## src/hdl/tsr_pkg.sv

```systemverilog
// Shared types and constants for the tube statistic reducer.
// No dependencies; every other file of the block imports this package.
package tsr_pkg;

    // Fixed port widths.
    localparam int FIELD_W  = 24;
    localparam int RESULT_W = 64;
    localparam int CFG_IDX_W = 2;
    localparam int STAT_W   = 3;

    // Configuration register indexes.
    localparam logic [CFG_IDX_W-1:0] CFG_STATISTIC    = 2'd0;
    localparam logic [CFG_IDX_W-1:0] CFG_DROP_MISSING = 2'd1;
    localparam logic [CFG_IDX_W-1:0] CFG_MISSING_CODE = 2'd2;

    // Statistic codes.
    localparam logic [STAT_W-1:0] STAT_MEAN   = 3'd0;
    localparam logic [STAT_W-1:0] STAT_MAX    = 3'd1;
    localparam logic [STAT_W-1:0] STAT_MIN    = 3'd2;
    localparam logic [STAT_W-1:0] STAT_STDDEV = 3'd3;
    localparam logic [STAT_W-1:0] STAT_SUM    = 3'd4;

    // Reset value of the missing code register.
    localparam logic [FIELD_W-1:0] MISSING_RESET = 24'h800000;

    // Configuration as seen by the front and back ends.
    typedef struct packed {
        logic [STAT_W-1:0]  statistic;
        logic               drop_missing;
        logic [FIELD_W-1:0] missing_code;
    } t_cfg;

    // Per-tube status carried with each finished tube.
    typedef struct packed {
        logic length_overflow;
        logic saw_missing;
    } t_tube_flags;

endpackage

```

## src/hdl/tsr_front.sv

```systemverilog
// Front end of the tube statistic reducer: accumulates count, sum, sum of
// squares, minimum and maximum per tube. Depends on tsr_pkg.
module tsr_front
    import tsr_pkg::*;
#(
    parameter int MAX_TUBE_LENGTH = 1024,
    parameter int SAMPLE_BITS     = 24
) (
    input  logic                 i_clk,
    input  logic                 i_rst_n,
    input  t_cfg                 i_cfg,
    input  logic                 i_accept,
    input  logic [FIELD_W-1:0]   i_sample,
    input  logic                 i_last_in_tube,
    output logic                 o_rec_push,
    output logic [2*($clog2(MAX_TUBE_LENGTH+1))+(SAMPLE_BITS+$clog2(MAX_TUBE_LENGTH+1))
                  +(2*SAMPLE_BITS-2+$clog2(MAX_TUBE_LENGTH+1))-$clog2(MAX_TUBE_LENGTH+1)
                  +2*SAMPLE_BITS+2-1:0] o_rec
);

    localparam int CW   = $clog2(MAX_TUBE_LENGTH + 1);
    localparam int SUMW = SAMPLE_BITS + CW;
    localparam int SQSW = 2 * SAMPLE_BITS - 2 + CW;
    localparam int S    = SAMPLE_BITS;

    // Tube accumulators.
    logic [CW-1:0]          r_len;
    logic [CW-1:0]          r_cnt;
    logic signed [SUMW-1:0] r_sum;
    logic [SQSW-1:0]        r_sq;
    logic signed [S-1:0]    r_min;
    logic signed [S-1:0]    r_max;
    t_tube_flags            r_flags;

    logic [CW-1:0]          n_len;
    logic [CW-1:0]          n_cnt;
    logic signed [SUMW-1:0] n_sum;
    logic [SQSW-1:0]        n_sq;
    logic signed [S-1:0]    n_min;
    logic signed [S-1:0]    n_max;
    t_tube_flags            n_flags;

    logic signed [S-1:0]    w_x;
    logic signed [2*S-1:0]  w_sq;
    logic                   w_is_missing;
    logic                   w_len_full;
    logic signed [S-1:0]    w_min_reset;
    logic signed [S-1:0]    w_max_reset;

    assign w_x          = i_sample[S-1:0];
    assign w_sq         = w_x * w_x;
    assign w_is_missing = (i_sample[S-1:0] == i_cfg.missing_code[S-1:0]);
    assign w_len_full   = (r_len == CW'(MAX_TUBE_LENGTH));
    assign w_max_reset  = {1'b1, {(S-1){1'b0}}};
    assign w_min_reset  = ~w_max_reset;

    // Fold the incoming sample into the tube state.
    always_comb begin
        n_len   = r_len;
        n_cnt   = r_cnt;
        n_sum   = r_sum;
        n_sq    = r_sq;
        n_min   = r_min;
        n_max   = r_max;
        n_flags = r_flags;
        if (w_len_full) begin
            n_flags.length_overflow = 1'b1;
        end else begin
            n_len = r_len + 1'b1;
            if (w_is_missing) begin
                n_flags.saw_missing = 1'b1;
            end else begin
                n_cnt = r_cnt + 1'b1;
                n_sum = r_sum + SUMW'(w_x);
                n_sq  = r_sq + SQSW'(w_sq[2*S-2:0]);
                if (w_x < r_min) begin
                    n_min = w_x;
                end
                if (w_x > r_max) begin
                    n_max = w_x;
                end
            end
        end
    end

    // A finished tube is handed to the queue on its last sample.
    assign o_rec_push = i_accept && i_last_in_tube;
    assign o_rec      = {n_cnt, n_sum, n_sq, n_min, n_max, n_flags};

    // Accumulator registers; cleared after the last sample of a tube.
    always_ff @(posedge i_clk) begin
        if (!i_rst_n || (i_accept && i_last_in_tube)) begin
            r_len   <= '0;
            r_cnt   <= '0;
            r_sum   <= '0;
            r_sq    <= '0;
            r_min   <= w_min_reset;
            r_max   <= w_max_reset;
            r_flags <= '0;
        end else if (i_accept) begin
            r_len   <= n_len;
            r_cnt   <= n_cnt;
            r_sum   <= n_sum;
            r_sq    <= n_sq;
            r_min   <= n_min;
            r_max   <= n_max;
            r_flags <= n_flags;
        end
    end

endmodule

```

## src/hdl/tsr_queue.sv

```systemverilog
// Two-entry queue of finished tube records between front and back ends.
// Depends on tsr_pkg only by convention; holds plain data words.
module tsr_queue
    import tsr_pkg::*;
#(
    parameter int WIDTH = 8
) (
    input  logic             i_clk,
    input  logic             i_rst_n,
    input  logic             i_push,
    input  logic [WIDTH-1:0] i_data,
    output logic             o_full,
    input  logic             i_pop,
    output logic             o_empty,
    output logic [WIDTH-1:0] o_data
);

    logic [WIDTH-1:0] r_mem [2];
    logic             r_wr;
    logic             r_rd;
    logic [1:0]       r_count;
    logic             w_do_push;
    logic             w_do_pop;

    assign o_full    = (r_count == 2'd2);
    assign o_empty   = (r_count == 2'd0);
    assign o_data    = r_mem[r_rd];
    assign w_do_push = i_push && !o_full;
    assign w_do_pop  = i_pop && !o_empty;

    // Storage; payload needs no reset.
    always_ff @(posedge i_clk) begin
        if (w_do_push) begin
            r_mem[r_wr] <= i_data;
        end
    end

    // Pointers and fill count.
    always_ff @(posedge i_clk) begin
        if (!i_rst_n) begin
            r_wr    <= 1'b0;
            r_rd    <= 1'b0;
            r_count <= 2'd0;
        end else begin
            if (w_do_push) begin
                r_wr <= ~r_wr;
            end
            if (w_do_pop) begin
                r_rd <= ~r_rd;
            end
            if (w_do_push && !w_do_pop) begin
                r_count <= r_count + 2'd1;
            end else if (w_do_pop && !w_do_push) begin
                r_count <= r_count - 2'd1;
            end
        end
    end

endmodule

```

## src/hdl/tsr_back.sv

```systemverilog
// Back end of the tube statistic reducer: turns a tube record into the chosen
// statistic with bit-serial multiply, divide and square root. Depends on tsr_pkg.
module tsr_back
    import tsr_pkg::*;
#(
    parameter int MAX_TUBE_LENGTH = 1024,
    parameter int SAMPLE_BITS     = 24,
    parameter int FRACTION_BITS   = 16
) (
    input  logic                 i_clk,
    input  logic                 i_rst_n,
    input  t_cfg                 i_cfg,
    input  logic                 i_rec_valid,
    input  logic [2*($clog2(MAX_TUBE_LENGTH+1))+(SAMPLE_BITS+$clog2(MAX_TUBE_LENGTH+1))
                  +(2*SAMPLE_BITS-2+$clog2(MAX_TUBE_LENGTH+1))-$clog2(MAX_TUBE_LENGTH+1)
                  +2*SAMPLE_BITS+2-1:0] i_rec,
    output logic                 o_rec_pop,
    output logic                 o_valid,
    input  logic                 i_pop,
    output logic [RESULT_W-1:0]  o_value,
    output logic                 o_na
);

    localparam int S     = SAMPLE_BITS;
    localparam int F     = FRACTION_BITS;
    localparam int CW    = $clog2(MAX_TUBE_LENGTH + 1);
    localparam int SUMW  = S + CW;
    localparam int SQSW  = 2 * S - 2 + CW;
    localparam int DW    = 2 * S - 2 + 2 * CW;
    localparam int DVW   = 2 * CW;
    localparam int NRAW  = DW + 2 * F + 2;
    localparam int NW    = NRAW + (NRAW % 2);
    localparam int RTW   = NW / 2;
    localparam int CNTW  = $clog2(NW + 1);

    typedef enum logic [2:0] {
        ST_IDLE, ST_MUL_A, ST_MUL_B, ST_LOAD_DIV, ST_DIV, ST_SQRT, ST_FIN, ST_DONE
    } t_state;

    // Record fields.
    logic [CW-1:0]          w_n;
    logic signed [SUMW-1:0] w_sum;
    logic [SQSW-1:0]        w_sq;
    logic signed [S-1:0]    w_min;
    logic signed [S-1:0]    w_max;
    t_tube_flags            w_flags;
    logic [SUMW-1:0]        w_smag;
    logic                   w_na;

    assign {w_n, w_sum, w_sq, w_min, w_max, w_flags} = i_rec;
    assign w_smag = w_sum[SUMW-1] ? SUMW'(-w_sum) : SUMW'(w_sum);
    assign w_na   = w_flags.length_overflow
                 || (w_flags.saw_missing && !i_cfg.drop_missing)
                 || (w_n == '0)
                 || (i_cfg.statistic > STAT_SUM);

    t_state                r_state;
    logic [CNTW-1:0]       r_cnt;
    logic                  r_is_std;
    logic                  r_neg;
    logic [SUMW-1:0]       r_smag;
    logic [DW-1:0]         r_acc;
    logic [DW-1:0]         r_mcand;
    logic [SUMW-1:0]       r_mplier;
    logic [NW-1:0]         r_num;
    logic [DVW-1:0]        r_div;
    logic [DVW-1:0]        r_rem;
    logic [RTW-1:0]        r_root;
    logic [RTW:0]          r_srem;
    logic [RESULT_W-1:0]   r_res;
    logic                  r_res_na;
    logic                  r_out_valid;
    logic [RESULT_W-1:0]   r_out_value;
    logic                  r_out_na;

    // Divider and square root step logic.
    logic [DVW:0]          w_rem_t;
    logic                  w_q_bit;
    logic [RTW+2:0]        w_srem_t;
    logic [RTW+2:0]        w_trial;
    logic                  w_r_bit;
    logic [RESULT_W-1:0]   w_qmag;

    assign w_rem_t  = {r_rem, r_num[NW-1]};
    assign w_q_bit  = (w_rem_t >= {1'b0, r_div});
    assign w_srem_t = {r_srem, r_num[NW-1:NW-2]};
    assign w_trial  = {1'b0, r_root, 2'b01};
    assign w_r_bit  = (w_srem_t >= w_trial);
    assign w_qmag   = RESULT_W'(r_num);

    assign o_rec_pop = (r_state == ST_IDLE) && i_rec_valid;
    assign o_valid   = r_out_valid;
    assign o_value   = r_out_value;
    assign o_na      = r_out_na;

    // Sequencer with its datapath and the output register.
    always_ff @(posedge i_clk) begin
        if (!i_rst_n) begin
            r_state     <= ST_IDLE;
            r_out_valid <= 1'b0;
        end else begin
            if (i_pop && r_out_valid) begin
                r_out_valid <= 1'b0;
            end
            case (r_state)
                ST_IDLE: begin
                    if (i_rec_valid) begin
                        r_neg    <= w_sum[SUMW-1];
                        r_smag   <= w_smag;
                        r_res_na <= w_na;
                        r_is_std <= !w_na && (i_cfg.statistic == STAT_STDDEV)
                                 && (w_n != CW'(1));
                        if (w_na) begin
                            r_res    <= '0;
                            r_state  <= ST_DONE;
                        end else if (i_cfg.statistic == STAT_MAX) begin
                            r_res   <= RESULT_W'(w_max) << F;
                            r_state <= ST_DONE;
                        end else if (i_cfg.statistic == STAT_MIN) begin
                            r_res   <= RESULT_W'(w_min) << F;
                            r_state <= ST_DONE;
                        end else if (i_cfg.statistic == STAT_SUM) begin
                            r_res   <= RESULT_W'(w_sum) << F;
                            r_state <= ST_DONE;
                        end else if (i_cfg.statistic == STAT_MEAN) begin
                            r_num   <= (NW'(w_smag) << F) + NW'(w_n >> 1);
                            r_div   <= DVW'(w_n);
                            r_rem   <= '0;
                            r_cnt   <= CNTW'(NW);
                            r_state <= ST_DIV;
                        end else if (w_n == CW'(1)) begin
                            r_res   <= '0;
                            r_state <= ST_DONE;
                        end else begin
                            r_acc    <= '0;
                            r_mcand  <= DW'(w_sq);
                            r_mplier <= SUMW'(w_n);
                            r_div    <= DVW'(w_n) * DVW'(w_n - 1'b1);
                            r_cnt    <= CNTW'(CW);
                            r_state  <= ST_MUL_A;
                        end
                    end
                end
                // Count times sum of squares, one multiplier bit a cycle.
                ST_MUL_A: begin
                    if (r_mplier[0]) begin
                        r_acc <= r_acc + r_mcand;
                    end
                    r_cnt <= r_cnt - 1'b1;
                    if (r_cnt == CNTW'(1)) begin
                        r_mcand  <= DW'(r_smag);
                        r_mplier <= r_smag;
                        r_cnt    <= CNTW'(SUMW);
                        r_state  <= ST_MUL_B;
                    end else begin
                        r_mcand  <= r_mcand << 1;
                        r_mplier <= r_mplier >> 1;
                    end
                end
                // Subtract the squared sum, one bit a cycle.
                ST_MUL_B: begin
                    if (r_mplier[0]) begin
                        r_acc <= r_acc - r_mcand;
                    end
                    r_mcand  <= r_mcand << 1;
                    r_mplier <= r_mplier >> 1;
                    r_cnt    <= r_cnt - 1'b1;
                    if (r_cnt == CNTW'(1)) begin
                        r_state <= ST_LOAD_DIV;
                    end
                end
                ST_LOAD_DIV: begin
                    r_num   <= NW'(r_acc) << (2 * F + 2);
                    r_rem   <= '0;
                    r_cnt   <= CNTW'(NW);
                    r_state <= ST_DIV;
                end
                // Restoring division, one quotient bit a cycle.
                ST_DIV: begin
                    r_rem <= w_q_bit ? DVW'(w_rem_t - {1'b0, r_div}) : DVW'(w_rem_t);
                    r_num <= {r_num[NW-2:0], w_q_bit};
                    r_cnt <= r_cnt - 1'b1;
                    if (r_cnt == CNTW'(1)) begin
                        if (r_is_std) begin
                            r_root  <= '0;
                            r_srem  <= '0;
                            r_cnt   <= CNTW'(RTW);
                            r_state <= ST_SQRT;
                        end else begin
                            r_state <= ST_FIN;
                        end
                    end
                end
                // Digit-by-digit square root, one root bit a cycle.
                ST_SQRT: begin
                    r_srem <= w_r_bit ? (RTW+1)'(w_srem_t - w_trial) : (RTW+1)'(w_srem_t);
                    r_root <= {r_root[RTW-2:0], w_r_bit};
                    r_num  <= r_num << 2;
                    r_cnt  <= r_cnt - 1'b1;
                    if (r_cnt == CNTW'(1)) begin
                        r_state <= ST_FIN;
                    end
                end
                ST_FIN: begin
                    if (r_is_std) begin
                        r_res <= RESULT_W'(((RTW+1)'(r_root) + 1'b1) >> 1);
                    end else begin
                        r_res <= r_neg ? -w_qmag : w_qmag;
                    end
                    r_state <= ST_DONE;
                end
                ST_DONE: begin
                    if (!r_out_valid) begin
                        r_out_valid <= 1'b1;
                        r_out_value <= r_res;
                        r_out_na    <= r_res_na;
                        r_state     <= ST_IDLE;
                    end
                end
                default: begin
                    r_state <= ST_IDLE;
                end
            endcase
        end
    end

`ifndef SYNTH
    // The division remainder always stays below the divisor.
    a_rem_below_div: assert property (@(posedge i_clk) disable iff (!i_rst_n)
        (r_state == ST_DIV) |-> (r_rem < r_div))
        else $error("divider remainder not below divisor");

    // The square root remainder never exceeds twice the partial root.
    a_sqrt_rem: assert property (@(posedge i_clk) disable iff (!i_rst_n)
        (r_state == ST_SQRT) |-> (r_srem <= {r_root, 1'b0}))
        else $error("square root remainder out of range");

    // An NA result always carries a zero value.
    a_na_zero: assert property (@(posedge i_clk) disable iff (!i_rst_n)
        (r_out_valid && r_out_na) |-> (r_out_value == '0))
        else $error("NA result with nonzero value");
`endif

endmodule

```

## src/hdl/tube_statistic_reducer_unit.sv

```systemverilog
// Tube statistic reducer: one sample transfer per cycle while the record queue has room.
// Max, min, sum and NA results come straight from the record; mean goes through the
// divider, standard deviation through the multiplier, divider and square root. The
// back end is bit-serial; with two finished records waiting, full stalls the input.
// Synchronous active-low reset clears the tube accumulators, the queue fill state,
// the back end sequencer and output valid, and the configuration.
module tube_statistic_reducer_unit
    import tsr_pkg::*;
#(
    parameter int MAX_TUBE_LENGTH = 1024,
    parameter int SAMPLE_BITS     = 24,
    parameter int FRACTION_BITS   = 16
) (
    input  logic                  i_clk,
    input  logic                  i_rst_n,
    input  logic                  push,
    output logic                  full,
    input  logic [FIELD_W-1:0]    i_sample,
    input  logic                  i_last_in_tube,
    output logic                  empty,
    input  logic                  pop,
    output logic [RESULT_W-1:0]   o_result_value,
    output logic                  o_result_is_na,
    input  logic                  i_cfg_we,
    input  logic [CFG_IDX_W-1:0]  i_cfg_index,
    input  logic [FIELD_W-1:0]    i_cfg_data
);

    localparam int CW    = $clog2(MAX_TUBE_LENGTH + 1);
    localparam int REC_W = CW + (SAMPLE_BITS + CW) + (2 * SAMPLE_BITS - 2 + CW)
                         + 2 * SAMPLE_BITS + 2;

    t_cfg             r_cfg;
    logic             w_accept;
    logic             w_rec_push;
    logic [REC_W-1:0] w_rec_in;
    logic [REC_W-1:0] w_rec_out;
    logic             w_rec_empty;
    logic             w_rec_pop;
    logic             w_out_valid;

    // Configuration registers.
    always_ff @(posedge i_clk) begin
        if (!i_rst_n) begin
            r_cfg.statistic    <= STAT_MEAN;
            r_cfg.drop_missing <= 1'b0;
            r_cfg.missing_code <= MISSING_RESET;
        end else if (i_cfg_we) begin
            case (i_cfg_index)
                CFG_STATISTIC:    r_cfg.statistic    <= i_cfg_data[STAT_W-1:0];
                CFG_DROP_MISSING: r_cfg.drop_missing <= i_cfg_data[0];
                CFG_MISSING_CODE: r_cfg.missing_code <= i_cfg_data;
                default: begin
                end
            endcase
        end
    end

    // A sample transfer needs room for a finished tube record.
    assign w_accept = push && !full;

    tsr_front #(
        .MAX_TUBE_LENGTH (MAX_TUBE_LENGTH),
        .SAMPLE_BITS     (SAMPLE_BITS)
    ) u_front (
        .i_clk          (i_clk),
        .i_rst_n        (i_rst_n),
        .i_cfg          (r_cfg),
        .i_accept       (w_accept),
        .i_sample       (i_sample),
        .i_last_in_tube (i_last_in_tube),
        .o_rec_push     (w_rec_push),
        .o_rec          (w_rec_in)
    );

    tsr_queue #(
        .WIDTH (REC_W)
    ) u_queue (
        .i_clk   (i_clk),
        .i_rst_n (i_rst_n),
        .i_push  (w_rec_push),
        .i_data  (w_rec_in),
        .o_full  (full),
        .i_pop   (w_rec_pop),
        .o_empty (w_rec_empty),
        .o_data  (w_rec_out)
    );

    tsr_back #(
        .MAX_TUBE_LENGTH (MAX_TUBE_LENGTH),
        .SAMPLE_BITS     (SAMPLE_BITS),
        .FRACTION_BITS   (FRACTION_BITS)
    ) u_back (
        .i_clk       (i_clk),
        .i_rst_n     (i_rst_n),
        .i_cfg       (r_cfg),
        .i_rec_valid (!w_rec_empty),
        .i_rec       (w_rec_out),
        .o_rec_pop   (w_rec_pop),
        .o_valid     (w_out_valid),
        .i_pop       (pop),
        .o_value     (o_result_value),
        .o_na        (o_result_is_na)
    );

    assign empty = !w_out_valid;

endmodule

```

## config.mk

```make
export PLATFORM = sky130hd
export DESIGN_NAME = tube_statistic_reducer_unit
export DESIGN_NICKNAME = d
export VERILOG_FILES = /design/src/hdl/tsr_pkg.sv /design/src/hdl/tsr_front.sv /design/src/hdl/tsr_queue.sv /design/src/hdl/tsr_back.sv /design/src/hdl/tube_statistic_reducer_unit.sv
export SDC_FILE = /design/constraint.sdc
export NUM_CORES = 2
export LEC_CHECK = 0
export BUFFER_PORTS_ARGS = -buffer_cell sky130_fd_sc_hd__buf_2
export CORE_UTILIZATION = 55
export CTS_CLUSTER_DIAMETER = 60
export DETAILED_ROUTE_END_ITERATION = 12
export HOLD_SLACK_MARGIN = 0.08
export PLACE_DENSITY = 0.75
export SLEW_MARGIN = 20
export SYNTH_ARGS = -nofsm -noshare
export SYNTH_HDL_FRONTEND = slang
export SYNTH_SLANG_ARGS = --single-unit
```

## constraint.sdc

```tcl
create_clock -name i_clk -period 42.5 [get_ports i_clk]
set_input_delay 0 -clock i_clk [delete_from_list [all_inputs] [get_ports i_clk]]
set_output_delay 0 -clock i_clk [all_outputs]
set_load 0.02 [all_outputs]
```

==> impl_results.md <==
* Post-detailed-route DRC marker count at 0
* Count of port buffers added during placement at 122
* Net total in the final layout at 10000
* Result of the run: finished, final reports clean
* Normalized max-slew margin at 24.4%
* Upper clock frequency limit at 98.9 MHz
* Met2 wirelength from detailed routing at 111000 um
* End point of the worst hold path: u_front.r_max[21]
* Non-filler cells in the finished layout at 10900
* Die Y-Extent at roughly 400 um
* Via count of the routed design at between 60000 and 70000
* Critical Path Most Common Cell: fa_1
* Number of synthesized flops with an enable pin at 900
* Crit path max-delay cell type: fa_1
* Antenna violations before repair at 1
* Max-slew violation count at 0
* Relative area change from synthesis to final layout at 9.12%
* Clk_skew at slightly above 100 ps
* Mean Syn Cell Area at 9.89 um^2
* Highest-count cells in the layout ignoring fill and taps: inv_1 (1029), edfxtp_1 (900), nand2_1 (871)
* Number of global-route vias before repair at 65700
* GRT overflow at 0
* CP required at roughly 43000 ps
* Via density at 5.98
* Worst Path Arrival at 10610 ps
* Boundary pin count at 123
* Clock latency of the later-clocked register in the worst-skew pair at 800 ps
* Clock root buffer master: clkbuf_16
* M1 wire length at about 94000 um
* Worst-path maximum fanout at 26
* CP startpoint: i_sample[8]
* Type of the most critical hold path: primary input to register
* Synth Register Bits at 1101
* Worst Max-Slew Pin Slew at 1130 ps
* Total Wirelength at 236000 um
* Detailed Routing Iterations Pass 1 at 8
* R2r endpoint: u_back.r_div[20]
* Clock Pin Slew Worst Setup and Hold Paths at 70 ps
* Critical path's largest stage delay at 630 ps
* Share of the yosys chip area belonging to registers at 36.0%
* Crit path buffers/inverters at 8
* Initial Utilization at 55.7%
* Largest delay contributor family on the critical path: adder cells
* Buffers from clock root to sink, at most at 3
* Number of inserted filler cells in the final layout at between 10000 and 15000
* Largest net degree at the start of global routing at 143
* Final count of negative-setup-slack endpoints at 0
* Flop-to-flop setup slack at 34390 ps
* TritonCTS Sinks at between 1000 and 1500
* Most common cell after layout, fill and taps aside: inv_1
* Met3 Routed Length at 18500 um
* Final weighted congestion of routability-driven global placement at roughly 0.95
* Period utilisation layout at 23.8%
* Endpoint type of the worst setup path: register
* Number of placed instances with taps included at between 10000 and 15000
* Clock tree from TritonCTS: built
* Floorplan die area at 158000 um^2
* Highest layer used for signal routing: met5
* Count of different cell masters after synthesis at 82
* First-pass GRT wire length at approximately 370000 um
* 1st-iter DRT viols at 6428
* Number of antenna cells inserted at 0
* Tmin final at about 10000 ps
* Setup repair after global routing missed its margin: no
* Overall global routing resource usage at a little under 30%
* Final HPWL DP at 169000 um
* Biggest area consumer among synthesized cells: edfxtp_1
* Number of nets with antenna violations after detailed routing at 0
* Synth warnings at 0
* Post-Route Hold Slack at 303 ps
* Fraction of registers with async set or reset after synthesis at 0%
* Top cells by area in the synthesized netlist: edfxtp_1 (31%), fa_1 (16%), ha_1 (6.9%)
* Most common flop cell mapped by yosys: edfxtp_1
* Hold_sp: i_sample[21]
* Per-cell routed wire length at roughly 22 um
* CTS Buf Count at 113
* Post-route setup TNS at 0 ps
* Buffer count from post-CTS setup fixing at 0
* Instance count of the mapped netlist at 8721
* Min-Delay Path Depth at 5
* Type of origin of the critical path: primary input
* Depth of the CTS H-tree at 3
* Hold violation count in the final report at 0
* Horizontal die dimension at 398 um
* Number of cells traversed by the worst register-to-register path at 25
* Core Util, Final at 60.8%
* Post-Synthesis Cell Area at between 80000 and 90000 um^2
* Share of final-layout standard cells stronger than drive strength 1 at ~6.7%
* Worst Setup Path Type: primary input to register
* Number of standard-cell rows in the floorplan at 144
* Placeable core area at 155000 um^2
* Total of max-cap violations at 0
* Synth top area share at 31.3%
through the flow:
stage	instance area [um^2]	worst slack, ps
finish	94100	32390
global route	94100	31890
CTS	94000	32540
detailed placement	88800	32250
global placement	88800	32470
floorplan	86300	24290
how the worst max path moves through the flow:
stage,end,slack [ps],cells after the start
2_1_floorplan,u_back.r_root[0],24290,4
3_3_place_gp,u_queue.r_mem[0][103],32470,37
3_5_place_dp,u_queue.r_mem[0][103],32250,37
4_1_cts,u_queue.r_mem[0][103],32540,38
5_1_grt,u_queue.r_mem[0][104],31890,34
6_report,u_queue.r_mem[1][104],32390,34
sequential cells by signal, summed over array words and instances, names as in the netlist, 51 cells and up, named ones only:
register        flops
u_back.r_srem      52
u_back.r_root      51
u_queue.r_mem     306
u_back.r_mcand     68
u_back.r_res       64
u_back.o_value     64
u_front.r_sq       57
u_back.r_num      102
u_back.r_acc       68
Yosys cell counts, types with 58 or more instances:
library cell and number:
and2_1 127, or2_2 63, xor2_1 235, edfxtp_1 900, nand2b_1 87, nand4_1 81, nand3_1 148, a21oi_1 450
nor3_1 103, xnor2_1 338, clkbuf_1 359, mux2i_1 244, and3_1 86, ha_1 472, nor2_1 653, o21ai_0 457
dfxtp_1 201, o22ai_1 58, nand2_1 875, fa_1 679, mux2_2 67, a21o_1 157, inv_1 1030
cells by family (layout without fill, tap and decap cells):
family / count (synthesis) / count (layout) / synth area share (%)
AOI/OAI and AO/OA: 1695 / 1695 / 12.5
xor gates and xnor gates: 573 / 573 / 5.82
adders and majority gates: 1151 / 1151 / 22.6
buffers and inverters: 1456 / 1600 / 6.37
DFF: 1101 / 1101 / 36.0
muxes: 311 / 311 / 3.71
other: 2 / 34 / 0.00871
and+or+nand+nor: 2432 / 2432 / 13.0
layer usage:
metal  up-vias  GRT usage, %
met5         -             0
met1     32100          38.8
met3       612          4.32
met2      2759          48.8
li1      30000             -
met4         2          13.9
layout make-up:
class | instances | area (um^2) | share of cell area, %
multi-input cells | 6196 | 50000 | 53.2
clock inverters | 69 | 841 | 0.894
clock buffers | 146 | 3040 | 3.23
repair buffers | 349 | 2680 | 2.85
well taps | 2044 | 2560 | 2.72
inverters | 1036 | 3890 | 4.13
flip-flops and latches | 1101 | 31100 | 33.0
timing repair:
action | in CTS | in global routing
hold buffers | 132 | 0
resized for setup | 0 | 0
endpoints found under the hold margin | 180 | 0
endpoints found under the setup margin | 0 | 0
worst register-to-register path, stage by stage, from the launching register on:
cell and delay, ps:
dfxtp_4 640, mux2i_1 280, buf_4 280, inv_1 320
nor4_1 630, nand4_1 170, ha_1 440, or2_2 360
fa_1 480, inv_1 60, fa_1 510, inv_1 50
fa_1 470, inv_1 60, fa_1 520, fa_1 440
ha_1 360, a21o_1 190, a21oi_1 210, o21ai_0 170
a211oi_1 390, o31ai_1 190, a21o_1 200, a21oi_1 170
xor2_1 190, nor2_1 70
Power is left out: the tool's default activity adds up to more than one toggle a clock period on the data nets, which glitch-free logic cannot reach.
